<file path="config.mk">
export PLATFORM = sky130hd
export DESIGN_NAME = tga_rle_pixel_decoder
export DESIGN_NICKNAME = d
export VERILOG_FILES = /design/src/rtl/core/tga_rle_pkg.sv /design/src/rtl/core/tga_rle_pixel_decoder.sv /design/src/rtl/core/tga_rle_cfg.sv /design/src/rtl/core/tga_rle_core.sv
export SDC_FILE = /design/constraint.sdc
export NUM_CORES = 2
export LEC_CHECK = 0
export BUFFER_PORTS_ARGS = -buffer_cell sky130_fd_sc_hd__buf_2
export CORE_UTILIZATION = 62
export DETAILED_ROUTE_END_ITERATION = 7
export GPL_TIMING_DRIVEN = 0
export HOLD_SLACK_MARGIN = 0.05
export PLACE_DENSITY = 0.79
export SETUP_SLACK_MARGIN = 0.05
export SYNTH_ARGS = -nofsm -noshare
export SYNTH_HDL_FRONTEND = slang
export SYNTH_SLANG_ARGS = --single-unit
</file>
<file path="constraint.sdc">
create_clock -name clk -period 10.01 [get_ports clk]
set_input_delay 2.002 -clock clk [delete_from_list [all_inputs] [get_ports clk]]
set_output_delay 2.002 -clock clk [all_outputs]
set_load 0.005 [all_outputs]
</file>
<file path="src/rtl/core/tga_rle_pkg.sv">
// shared types and constants for the run-length coded tga pixel decoder
// used by tga_rle_cfg, tga_rle_core and tga_rle_pixel_decoder; no dependencies
package tga_rle_pkg;

	localparam int unsigned DIM_W       = 16;
	localparam int unsigned COUNT_W     = 2 * DIM_W;
	localparam int unsigned CFG_INDEX_W = 2;
	localparam int unsigned CFG_DATA_W  = DIM_W;

	localparam logic [7:0] RAW_BIAS    = 8'd1;
	localparam logic [7:0] REPEAT_BIAS = 8'd127;

	typedef enum logic [CFG_INDEX_W-1:0] {
		REG_IMAGE_WIDTH  = 2'd0,
		REG_IMAGE_HEIGHT = 2'd1,
		REG_HAS_ALPHA    = 2'd2
	} reg_index_t;

	typedef enum logic [1:0] {
		BYTE_BLUE  = 2'd0,
		BYTE_GREEN = 2'd1,
		BYTE_RED   = 2'd2,
		BYTE_ALPHA = 2'd3
	} byte_pos_t;

	typedef enum logic {
		STATUS_OK       = 1'b0,
		STATUS_OVERFLOW = 1'b1
	} status_t;

	typedef struct packed {
		logic [7:0] data_byte;
		logic       first;
	} in_item_t;

	typedef struct packed {
		logic [7:0] red;
		logic [7:0] green;
		logic [7:0] blue;
		logic [7:0] alpha;
		logic [7:0] run_length;
		logic       image_done;
		logic       status;
	} out_item_t;

	typedef struct packed {
		logic [COUNT_W-1:0] total;
		logic               has_alpha;
	} cfg_t;

endpackage

</file>
<file path="src/rtl/core/tga_rle_pixel_decoder.sv">
// top level of the run-length coded tga pixel decoder: input and result registers
// depends on tga_rle_pkg, tga_rle_cfg and tga_rle_core
//
// usage:
//   pkt_valid / pkt_stall / pkt carry the packet byte stream, one byte per item;
//   pkt.first marks the first byte of an image and restarts all counters.
//   pix_valid / pix_stall / pix carry decoded pixels as rgb(a) with a run length;
//   a repeat packet gives one item, a raw packet one item per pixel.
//   cfg_we / cfg_index / cfg_data write image width, height and the alpha flag;
//   write them only while no byte is in flight.
// timing:
//   one byte is taken every cycle while pkt_stall is low; each byte is held in
//   the input register, and its pixel, if any, is then written into the result
//   register, from which it is offered on pix / pix_valid.
//   the rate is set by the single decode pass between the two registers.
// stall and reset:
//   while pix_stall holds a pending pixel, bytes that give no pixel still move
//   on; a byte that would give a pixel waits, and pkt_stall rises behind it.
//   reset sets width and height to 1, clears the alpha flag and all counters,
//   and empties both registers.
module tga_rle_pixel_decoder (
	input  logic                                clk,
	input  logic                                arst_n,
	input  logic                                pkt_valid,
	output logic                                pkt_stall,
	input  tga_rle_pkg::in_item_t               pkt,
	output logic                                pix_valid,
	input  logic                                pix_stall,
	output tga_rle_pkg::out_item_t              pix,
	input  logic                                cfg_we,
	input  logic [tga_rle_pkg::CFG_INDEX_W-1:0] cfg_index,
	input  logic [tga_rle_pkg::CFG_DATA_W-1:0]  cfg_data
);

	tga_rle_pkg::cfg_t      cfg;
	tga_rle_pkg::in_item_t  item_s1;
	logic                   valid_s1;
	tga_rle_pkg::out_item_t res_q;
	logic                   res_valid_q;
	tga_rle_pkg::out_item_t result;
	logic                   emit;
	logic                   out_free;
	logic                   advance;
	logic                   pkt_take;

	tga_rle_cfg u_cfg (
		.clk       (clk),
		.arst_n    (arst_n),
		.cfg_we    (cfg_we),
		.cfg_index (cfg_index),
		.cfg_data  (cfg_data),
		.cfg       (cfg)
	);

	tga_rle_core u_core (
		.clk     (clk),
		.arst_n  (arst_n),
		.advance (advance),
		.item    (item_s1),
		.cfg     (cfg),
		.emit    (emit),
		.result  (result)
	);

	assign out_free  = !res_valid_q || !pix_stall;
	assign advance   = valid_s1 && (!emit || out_free);
	assign pkt_stall = valid_s1 && !advance;
	assign pkt_take  = pkt_valid && !pkt_stall;

	always_ff @(posedge clk or negedge arst_n) begin
		if (!arst_n) begin
			valid_s1 <= 1'b0;
		end else if (pkt_take) begin
			valid_s1 <= 1'b1;
		end else if (advance) begin
			valid_s1 <= 1'b0;
		end
	end

	always_ff @(posedge clk) begin
		if (pkt_take)
			item_s1 <= pkt;
	end

	always_ff @(posedge clk or negedge arst_n) begin
		if (!arst_n) begin
			res_valid_q <= 1'b0;
		end else if (advance && emit) begin
			res_valid_q <= 1'b1;
		end else if (!pix_stall) begin
			res_valid_q <= 1'b0;
		end
	end

	always_ff @(posedge clk) begin
		if (advance && emit)
			res_q <= result;
	end

	assign pix_valid = res_valid_q;
	assign pix       = res_q;

`ifndef SYNTHESIS
	a_overflow_blank: assert property (@(posedge clk) disable iff (!arst_n)
		(pix_valid && pix.status) |-> (pix.run_length == 8'd0 && !pix.image_done
			&& pix.red == 8'd0 && pix.alpha == 8'd0))
		else $error("overflow item carries pixel data");
	a_run_nonzero: assert property (@(posedge clk) disable iff (!arst_n)
		(pix_valid && !pix.status) |-> pix.run_length != 8'd0)
		else $error("pixel item with zero run length");
	a_stall_only_full: assert property (@(posedge clk) disable iff (!arst_n)
		pkt_stall |-> (valid_s1 && emit && res_valid_q && pix_stall))
		else $error("byte stalled without a blocked pixel");
	a_no_overwrite: assert property (@(posedge clk) disable iff (!arst_n)
		(res_valid_q && pix_stall) |=> $stable(res_q))
		else $error("pending pixel overwritten");
`endif

endmodule

</file>
<file path="src/rtl/core/tga_rle_cfg.sv">
// configuration registers: image size, pixel count and alpha flag
// depends on tga_rle_pkg
module tga_rle_cfg (
	input  logic                                clk,
	input  logic                                arst_n,
	input  logic                                cfg_we,
	input  logic [tga_rle_pkg::CFG_INDEX_W-1:0] cfg_index,
	input  logic [tga_rle_pkg::CFG_DATA_W-1:0]  cfg_data,
	output tga_rle_pkg::cfg_t                   cfg
);

	logic [tga_rle_pkg::DIM_W-1:0]   width_q;
	logic [tga_rle_pkg::DIM_W-1:0]   height_q;
	logic                            alpha_q;
	logic [tga_rle_pkg::COUNT_W-1:0] total_q;

	// pixel count is formed at write time so it is valid on the very next edge
	always_ff @(posedge clk or negedge arst_n) begin
		if (!arst_n) begin
			width_q  <= tga_rle_pkg::DIM_W'(1);
			height_q <= tga_rle_pkg::DIM_W'(1);
			alpha_q  <= 1'b0;
			total_q  <= tga_rle_pkg::COUNT_W'(1);
		end else if (cfg_we) begin
			unique case (tga_rle_pkg::reg_index_t'(cfg_index))
				tga_rle_pkg::REG_IMAGE_WIDTH: begin
					width_q <= cfg_data[tga_rle_pkg::DIM_W-1:0];
					total_q <= tga_rle_pkg::COUNT_W'(cfg_data[tga_rle_pkg::DIM_W-1:0])
						* tga_rle_pkg::COUNT_W'(height_q);
				end
				tga_rle_pkg::REG_IMAGE_HEIGHT: begin
					height_q <= cfg_data[tga_rle_pkg::DIM_W-1:0];
					total_q  <= tga_rle_pkg::COUNT_W'(width_q)
						* tga_rle_pkg::COUNT_W'(cfg_data[tga_rle_pkg::DIM_W-1:0]);
				end
				tga_rle_pkg::REG_HAS_ALPHA: begin
					alpha_q <= cfg_data[0];
				end
				default: begin
				end
			endcase
		end
	end

	assign cfg.total     = total_q;
	assign cfg.has_alpha = alpha_q;

`ifndef SYNTHESIS
	a_total_matches: assert property (@(posedge clk) disable iff (!arst_n)
		$past(arst_n) |-> total_q == tga_rle_pkg::COUNT_W'(width_q)
			* tga_rle_pkg::COUNT_W'(height_q))
		else $error("pixel count register out of step with width and height");
	a_alpha_write: assert property (@(posedge clk) disable iff (!arst_n)
		(cfg_we && cfg_index == tga_rle_pkg::REG_HAS_ALPHA) |=> alpha_q == $past(cfg_data[0]))
		else $error("alpha flag not taken from write data");
	a_no_spurious: assert property (@(posedge clk) disable iff (!arst_n)
		!cfg_we |=> $stable(total_q) && $stable(alpha_q))
		else $error("configuration changed without a write");
`endif

endmodule

</file>
<file path="src/rtl/core/tga_rle_core.sv">
// packet decode state and per-byte result logic
// depends on tga_rle_pkg
module tga_rle_core (
	input  logic                   clk,
	input  logic                   arst_n,
	input  logic                   advance,
	input  tga_rle_pkg::in_item_t  item,
	input  tga_rle_pkg::cfg_t      cfg,
	output logic                   emit,
	output tga_rle_pkg::out_item_t result
);

	logic [tga_rle_pkg::COUNT_W-1:0] pixels_done_q;
	logic [7:0]                      raw_left_q;
	logic [7:0]                      repeat_count_q;
	logic                            in_repeat_q;
	logic                            expect_header_q;
	logic [1:0]                      byte_index_q;
	logic [23:0]                     color_q;
	logic                            finished_q;

	// state as seen by this byte, after a first-byte clear
	logic [tga_rle_pkg::COUNT_W-1:0] eff_pixels_done;
	logic [7:0]                      eff_raw_left;
	logic [7:0]                      eff_repeat_count;
	logic                            eff_in_repeat;
	logic                            eff_expect_header;
	logic [1:0]                      eff_byte_index;
	logic [23:0]                     eff_color;
	logic                            eff_finished;

	logic [tga_rle_pkg::COUNT_W-1:0] pixels_done_d;
	logic [7:0]                      raw_left_d;
	logic [7:0]                      repeat_count_d;
	logic                            in_repeat_d;
	logic                            expect_header_d;
	logic [1:0]                      byte_index_d;
	logic [23:0]                     color_d;
	logic                            finished_d;

	logic [7:0]                      b;
	logic [1:0]                      last_index;
	logic [7:0]                      run_n;
	logic [tga_rle_pkg::COUNT_W:0]   next_count;
	logic                            count_hit;
	logic                            header_next;

	assign b = item.data_byte;

	always_comb begin
		if (item.first) begin
			eff_pixels_done   = '0;
			eff_raw_left      = '0;
			eff_repeat_count  = '0;
			eff_in_repeat     = 1'b0;
			eff_expect_header = 1'b1;
			eff_byte_index    = '0;
			eff_color         = '0;
			eff_finished      = 1'b0;
		end else begin
			eff_pixels_done   = pixels_done_q;
			eff_raw_left      = raw_left_q;
			eff_repeat_count  = repeat_count_q;
			eff_in_repeat     = in_repeat_q;
			eff_expect_header = expect_header_q;
			eff_byte_index    = byte_index_q;
			eff_color         = color_q;
			eff_finished      = finished_q;
		end
	end

	assign last_index = cfg.has_alpha ? tga_rle_pkg::BYTE_ALPHA : tga_rle_pkg::BYTE_RED;
	assign run_n      = eff_in_repeat ? eff_repeat_count : 8'd1;
	assign next_count = {1'b0, eff_pixels_done} + (tga_rle_pkg::COUNT_W + 1)'(run_n);
	assign count_hit  = next_count == {1'b0, cfg.total};

	always_comb begin
		pixels_done_d   = eff_pixels_done;
		raw_left_d      = eff_raw_left;
		repeat_count_d  = eff_repeat_count;
		in_repeat_d     = eff_in_repeat;
		expect_header_d = eff_expect_header;
		byte_index_d    = eff_byte_index;
		color_d         = eff_color;
		finished_d      = eff_finished;
		header_next     = 1'b0;
		emit            = 1'b0;
		result          = '0;

		if (eff_finished) begin
			// bytes past the end of the image are dropped
		end else if (eff_expect_header) begin
			if (!b[7]) begin
				raw_left_d  = b + tga_rle_pkg::RAW_BIAS;
				in_repeat_d = 1'b0;
			end else begin
				repeat_count_d = b - tga_rle_pkg::REPEAT_BIAS;
				in_repeat_d    = 1'b1;
			end
			expect_header_d = 1'b0;
			byte_index_d    = '0;
		end else if (eff_byte_index < last_index) begin
			case (eff_byte_index)
				tga_rle_pkg::BYTE_BLUE:  color_d[7:0]   = b;
				tga_rle_pkg::BYTE_GREEN: color_d[15:8]  = b;
				tga_rle_pkg::BYTE_RED:   color_d[23:16] = b;
				default: begin
				end
			endcase
			byte_index_d = eff_byte_index + 2'd1;
		end else begin
			// last byte of a pixel
			if (!cfg.has_alpha && eff_byte_index == tga_rle_pkg::BYTE_RED)
				color_d[23:16] = b;
			byte_index_d = '0;
			emit         = 1'b1;
			if (next_count > {1'b0, cfg.total}) begin
				result.status = tga_rle_pkg::STATUS_OVERFLOW;
				finished_d    = 1'b1;
			end else begin
				pixels_done_d = next_count[tga_rle_pkg::COUNT_W-1:0];
				if (eff_in_repeat) begin
					header_next = 1'b1;
				end else begin
					if (eff_raw_left != 8'd0)
						raw_left_d = eff_raw_left - 8'd1;
					header_next = eff_raw_left <= 8'd1;
				end
				expect_header_d   = header_next;
				finished_d        = count_hit && header_next;
				result.red        = color_d[23:16];
				result.green      = color_d[15:8];
				result.blue       = color_d[7:0];
				result.alpha      = cfg.has_alpha ? b : 8'd0;
				result.run_length = run_n;
				result.image_done = count_hit;
				result.status     = tga_rle_pkg::STATUS_OK;
			end
		end
	end

	always_ff @(posedge clk or negedge arst_n) begin
		if (!arst_n) begin
			pixels_done_q   <= '0;
			raw_left_q      <= '0;
			repeat_count_q  <= '0;
			in_repeat_q     <= 1'b0;
			expect_header_q <= 1'b1;
			byte_index_q    <= '0;
			color_q         <= '0;
			finished_q      <= 1'b0;
		end else if (advance) begin
			pixels_done_q   <= pixels_done_d;
			raw_left_q      <= raw_left_d;
			repeat_count_q  <= repeat_count_d;
			in_repeat_q     <= in_repeat_d;
			expect_header_q <= expect_header_d;
			byte_index_q    <= byte_index_d;
			color_q         <= color_d;
			finished_q      <= finished_d;
		end
	end

`ifndef SYNTHESIS
	a_overflow_stops: assert property (@(posedge clk) disable iff (!arst_n)
		(advance && emit && result.status) |=> finished_q)
		else $error("overflow did not stop the decoder");
	a_finished_silent: assert property (@(posedge clk) disable iff (!arst_n)
		(finished_q && !item.first) |-> !emit)
		else $error("item emitted after the end of the image");
	a_header_silent: assert property (@(posedge clk) disable iff (!arst_n)
		eff_expect_header |-> !emit)
		else $error("packet header produced a pixel");
`endif

endmodule

</file>
# == After elaboration in Yosys (flattened, before gate mapping) ==
# Index checks and enable logic that the tools add are counted.
# totals
reg_bits,195
latch_bits,0
mem_bits_rw,0
romBits,0
inputBits,32
out_inout_bits,44
mem_count,0
# classes
n_addsub,5
n_mul,2
n_div,0
order_cmp,3
n_eq_ne,6
n_shift,0
n_mux,60
bitwise,1
reduce_logical,26
# ops
cell,n
32-bit two-way mux,5
8-bit two-way mux,18
24-bit two-way mux,3
16-bit by 16-bit multiplier with 32-bit output,2
32-bit one-hot mux with 2 select lines,1
32-bit by 8-bit adder with 33-bit output,1
33-bit by 32-bit equality test with 1-bit output,1
33-bit by 32-bit greater-than comparator with 1-bit output,1
1-bit two-way mux,28
16-bit two-way mux,1
8-bit by 1-bit adder with 8-bit output (second input constant),1
8-bit by 1-bit less-or-equal comparator with 1-bit output (second input constant),1
2-bit two-way mux,4
2-bit AND reduction,4
8-bit nonzero test,1
8-bit by 1-bit subtractor with 8-bit output (second input constant),1
8-bit by 7-bit subtractor with 8-bit output (second input constant),1
1-bit logical AND,6
1-bit logical NOT,6
5-bit OR reduction,1
2-bit by 1-bit equality test with 1-bit output (second input constant),2
2-bit equality test (second input constant),2
2-bit logical NOT,2
2-bit nonzero test,2
other kinds (7),8

# == Longest topological paths before layout ==
# logic_depth
word_depth,13
depth_mapped,29
ltp_nobuf,24

# == Hierarchy ==
# Synthesis repeated with hierarchy kept, for this count alone.
# unflattened
cells_unflattened,3058
hier_area_um2,27473.8
# modules_own_cells
module,n_inst,cells_per_inst,area_each_um2
tga_rle_cfg,1,2238,19707.7
tga_rle_core,1,757,6129.6
tga_rle_pixel_decoder,1,63,1636.6

# == Least setup slack after synthesis ==
# No wires, ideal clock.
# synth_path
kind,input-to-reg
from,in cfg_data[7] (netlist bit)
to,reg u_cfg.total_q[30] (netlist bit)
setup_time_ps,123
arrival_time_ps,7528
path_slack_ps,2359
stages,21
path_buffers,1
path_cell_list,clkbuf_1 nand2_1 fa_1 fa_1 inv_1 fa_1 fa_1 fa_1 inv_1 fa_1 inv_1 ha_1 or2_2 a21o_1 a41o_1 a221oi_1 a21boi_1 o21ai_1 a31oi_1 xnor2_1 o221a_2
# synth_between
elab_chain_cells,2
# synth_rtl
element,line_no,text
start: declaration,tga_rle_pixel_decoder.sv:32,input logic [tga_rle_pkg::CFG_DATA_W-1:0] cfg_data
"16-bit by 16-bit multiplier with 32-bit output, on equally long branches","tga_rle_cfg.sv:34, tga_rle_cfg.sv:29",
32-bit one-hot mux with 2 select lines (*),tga_rle_cfg.sv:25,unique case (tga_rle_pkg::reg_index_t'(cfg_index))
end signal: assignment,tga_rle_cfg.sv:23,total_q <= tga_rle_pkg::COUNT_W'(1);
end signal: assignment,tga_rle_cfg.sv:28,total_q <= tga_rle_pkg::COUNT_W'(cfg_data[tga_rle_pkg::DIM_W-1:0])
end signal: assignment,tga_rle_cfg.sv:33,total_q <= tga_rle_pkg::COUNT_W'(width_q)
end: declaration,tga_rle_cfg.sv:15,logic [tga_rle_pkg::COUNT_W-1:0] total_q;
# Mark *: on every way between the ends. The rest lies on a longest branch, timed or not.
# A chain may end at the register's enable or synchronous reset.

# == Final worst setup path ==
# layout_path
from,in cfg_data[8] (netlist bit)
to,reg u_cfg.total_q[31] (netlist bit)
# Same word-level chain as after synthesis.

==> metrics <==
type of the worst setup path=in2reg; max capacitance violation total=0; ratio of cells with drive above 1 in the final layout=5.665%; number of resized instances in the post-cts repair step=0; number of endpoints with negative hold slack in the final report=0; count of flip-flops with a built-in enable after synthesis=51; Worst Hold Depth=2; run status=finished, final reports clean; DRT antenna net count=0; length in cells of the worst reg-to-reg path=24; number of setup violations in the final report=0; Fin Clk Skew=0.01661 ns; global-route wire length before repair=128400 um; Routed Wire Length=81700 um; data required time of the critical path=10.33 ns; final period demand of the worst path=8.964 ns; count of different cell masters after synthesis=73; initial antenna violation count=2; Tcrit/Tclk final=89.55%; worst path arrival time=9.29 ns; die area=44920 sq um; Layout Area Growth over Synthesis=6.299%; routability congestion estimate from global placement=0.9876; Fmax achieved=0.1116 GHz; starting density of the core=63.17%; global route total overflow=0; number of global-route vias before repair=23390; port bufs=75; number of buffers on the longest clock path=2; buffer type at the clock tree root=sky130_fd_sc_hd__clkbuf_16; CTS clk-pin slew, worst paths=0.07 ns; instance count of the mapped netlist=2998; Net count, final=3770; clock tree sinks=195; vertical die dimension=212.0 um; per-cell routed wire length=22.13 um; fraction of post-synthesis cell area in the top cell type by area=28.49%; row cnt=76; maximum number of pins on one net before global-route repair=80; overall global routing resource usage=38.04%; critical path endpoint category=flop; DRC violation count after routing=0; relative slew slack=29.35%; Post-synth top flop=sky130_fd_sc_hd__dfrtp_1; Horiz. Die Dim=212.0 um; number of max-slew violations in the final report=0; Sum Neg Setup Slack=0 ns; synth top area cells=sky130_fd_sc_hd__fa_1, sky130_fd_sc_hd__dfrtp_1, sky130_fd_sc_hd__ha_1; biggest fanout along the worst timing path=10; hold-fix buffers at CTS=0; DRC marker count from the first detailed-route iteration=2279; number of detailed-route iterations in the first pass=5; deepest level of the CTS H-tree=4; Async SR Flop Fraction=73.85%; slew of the pin with the lowest slew margin=1.049 ns; ant diodes=0; number of buffers created by CTS=17; total number of vias=22380; startpoint types=input pin; Hold WC Path Type=reg2reg; Avg Synthesized Cell Area=9.116 sq um; detailed placer's ending HPWL=65460 um; Synth Register Bits=195; area of the core=43270 sq um; Ys Warns=0; clock latency reported for the late side of the worst-skew pair=0.47 ns; # Post-CTS Setup Buffers=0; share of the core filled with cells in the final layout=67.15%; proportion of synthesized chip area in sequential cells=18.81%; setup repair after global routing missed its margin=false; Avg Vias per Cell=6.062; TritonCTS clock tree=done; most area-hungry cell type in the Yosys netlist=sky130_fd_sc_hd__fa_1; net count after synthesis=3674; num ports=76; synthesized area=27330 sq um
## stage by stage
step / instance area (sq um) / hold slack, ns / worst slack [ns] / std cells
5_1_grt: 29050 / 0.5153 / 0.9012 / 3692
3_5_place_dp: 28500 / 0.4711 / 0.8754 / 3660
3_3_place_gp: 28440 / 0.4687 / 0.9978 / 3658
6_report: 29050 / 0.4866 / 1.046 / 3692
2_1_floorplan: 27330 / 0.4498 / 2.359 / 2998
4_1_cts: 29050 / 0.4881 / 1.263 / 3692
## final timing paths
path,start,end,slack [ns]
worst max-delay path,cfg_data[8],u_cfg.total_q[31]$_DFFE_PN0P_,1.05
worst min-delay path,u_cfg.total_q[26]$_DFFE_PN0P_,u_cfg.total_q[26]$_DFFE_PN0P_,0.49
worst max register to register,item_s1[0]$_DFFE_PP_,pix[9]$_SDFFCE_PP0P_,1.60
worst min register to register,u_cfg.total_q[26]$_DFFE_PN0P_,u_cfg.total_q[26]$_DFFE_PN0P_,0.49
max in group asynchronous,arst_n,u_cfg.width_q[8]$_DFFE_PN0P_,7.61
min in group asynchronous,arst_n,u_core.pixels_done_q[4]$_DFFE_PN0P_,1.52
## cells in the final DEF (no fill, tap or decap), types with 10 or more instances in the layout
master                      Yosys  final
sky130_fd_sc_hd__a211oi_1      26     26
sky130_fd_sc_hd__a21o_1        34     34
sky130_fd_sc_hd__a21oi_1       81     81
sky130_fd_sc_hd__a22o_1        36     36
sky130_fd_sc_hd__a31oi_1       21     21
sky130_fd_sc_hd__and2_1       263    263
sky130_fd_sc_hd__and3_1        37     37
sky130_fd_sc_hd__buf_2          7     81
sky130_fd_sc_hd__clkbuf_1     132    133
sky130_fd_sc_hd__clkbuf_16      0     17
sky130_fd_sc_hd__dfrtp_1      140    140
sky130_fd_sc_hd__edfxtp_1      51     51
sky130_fd_sc_hd__fa_1         389    389
sky130_fd_sc_hd__ha_1         255    255
sky130_fd_sc_hd__inv_1        505    505
sky130_fd_sc_hd__mux2_2        33     33
sky130_fd_sc_hd__mux2i_1       13     13
sky130_fd_sc_hd__nand2_1      402    402
sky130_fd_sc_hd__nand3_1       40     40
sky130_fd_sc_hd__nand4_1       16     16
sky130_fd_sc_hd__nor2_1       108    107
sky130_fd_sc_hd__nor2b_1       26     26
sky130_fd_sc_hd__nor3_1        36     36
sky130_fd_sc_hd__nor3b_1       10     10
sky130_fd_sc_hd__o211ai_1      17     17
sky130_fd_sc_hd__o21a_1        11     11
sky130_fd_sc_hd__o21ai_0       85     85
sky130_fd_sc_hd__o21bai_1      10     10
sky130_fd_sc_hd__xnor2_1       55     55
sky130_fd_sc_hd__xor2_1        26     26
## flip-flops by register name (all words and copies together) (netlist names)
| register | cells |
|---|---|
| u_core.color_q | 24 |
| u_core.repeat_count_q | 8 |
| u_core.pixels_done_q | 32 |
| u_core.byte_index_q | 2 |
| pix_valid | 1 |
| u_cfg.height_q | 16 |
| u_core.finished_q | 1 |
| pix | 42 |
| item_s1 | 9 |
| u_cfg.total_q | 32 |
| valid_s1 | 1 |
| u_cfg.width_q | 16 |
| u_core.expect_header_q | 1 |
| u_core.raw_left_q | 8 |
| u_cfg.alpha_q | 1 |
| u_core.in_repeat_q | 1 |
## critical path, stage by stage
cell,delay (ns)
sky130_fd_sc_hd__buf_2,0.23
sky130_fd_sc_hd__clkbuf_1,0.71
sky130_fd_sc_hd__and2_1,0.27
sky130_fd_sc_hd__fa_1,0.42
sky130_fd_sc_hd__inv_1,0.08
sky130_fd_sc_hd__fa_1,0.43
sky130_fd_sc_hd__fa_1,0.53
sky130_fd_sc_hd__inv_1,0.06
sky130_fd_sc_hd__fa_1,0.53
sky130_fd_sc_hd__fa_1,0.55
sky130_fd_sc_hd__inv_1,0.07
sky130_fd_sc_hd__fa_1,0.48
sky130_fd_sc_hd__inv_1,0.04
sky130_fd_sc_hd__ha_1,0.34
sky130_fd_sc_hd__a21oi_1,0.13
sky130_fd_sc_hd__a31oi_1,0.39
sky130_fd_sc_hd__nand2_1,0.20
sky130_fd_sc_hd__o311ai_0,0.73
sky130_fd_sc_hd__o311a_1,0.34
sky130_fd_sc_hd__a31oi_1,0.11
sky130_fd_sc_hd__xnor2_1,0.47
sky130_fd_sc_hd__o221ai_1,0.18
## cells in the mapped netlist, drive strengths merged (13+ instances only)
cell type and number:
edfxtp 51, fa 389, dfrtp 140, nor3 37, nor2 108, xor2 26, mux2i 13, inv 505
nand4 16, nand2 402, nand3 40, a21o 34, and2 263, ha 255, xnor2 55, o211ai 17
a31oi 21, a21oi 83, clkbuf 133, a22o 36, a211oi 28, nor2b 26, o21ai 93, mux2 33
and3 37
## metal layers
layer | global-route usage (%) | vias to the layer above | wire length [um]
li1 | - | 9769 | -
met1 | 47.56 | 11080 | 30840
met2 | 61.23 | 1240 | 37990
met3 | 7.536 | 292 | 7501
met4 | 22.79 | 2 | 5354
met5 | 0 | - | 12
## kinds of logic (layout without fill, tap and decap cells)
kind of cell | Yosys count | after routing | synth area share [%]
flops | 195 | 195 | 18.81
simple gates | 976 | 976 | 17.45
xor+xnor | 81 | 81 | 2.596
mux | 46 | 46 | 1.836
fa+ha+maj | 644 | 644 | 40.17
buf+inv | 651 | 760 | 9.033
compound gates | 405 | 405 | 10.11
## layout make-up
class | instances | area (sq um)
Inverter | 506 | 1899
Tap cell | 585 | 732.0
Buffer | 145 | 569.3
Clock inverter | 14 | 123.9
Clock buffer | 18 | 429.2
Timing Repair Buffer | 77 | 429.2
Fill cell | 3501 | 14210
Sequential cell | 195 | 5140
Multi-Input combinational cell | 2152 | 19730
Power is not shown: default switching activity piles up to over one toggle a cycle in this logic, so the estimate is an artifact.
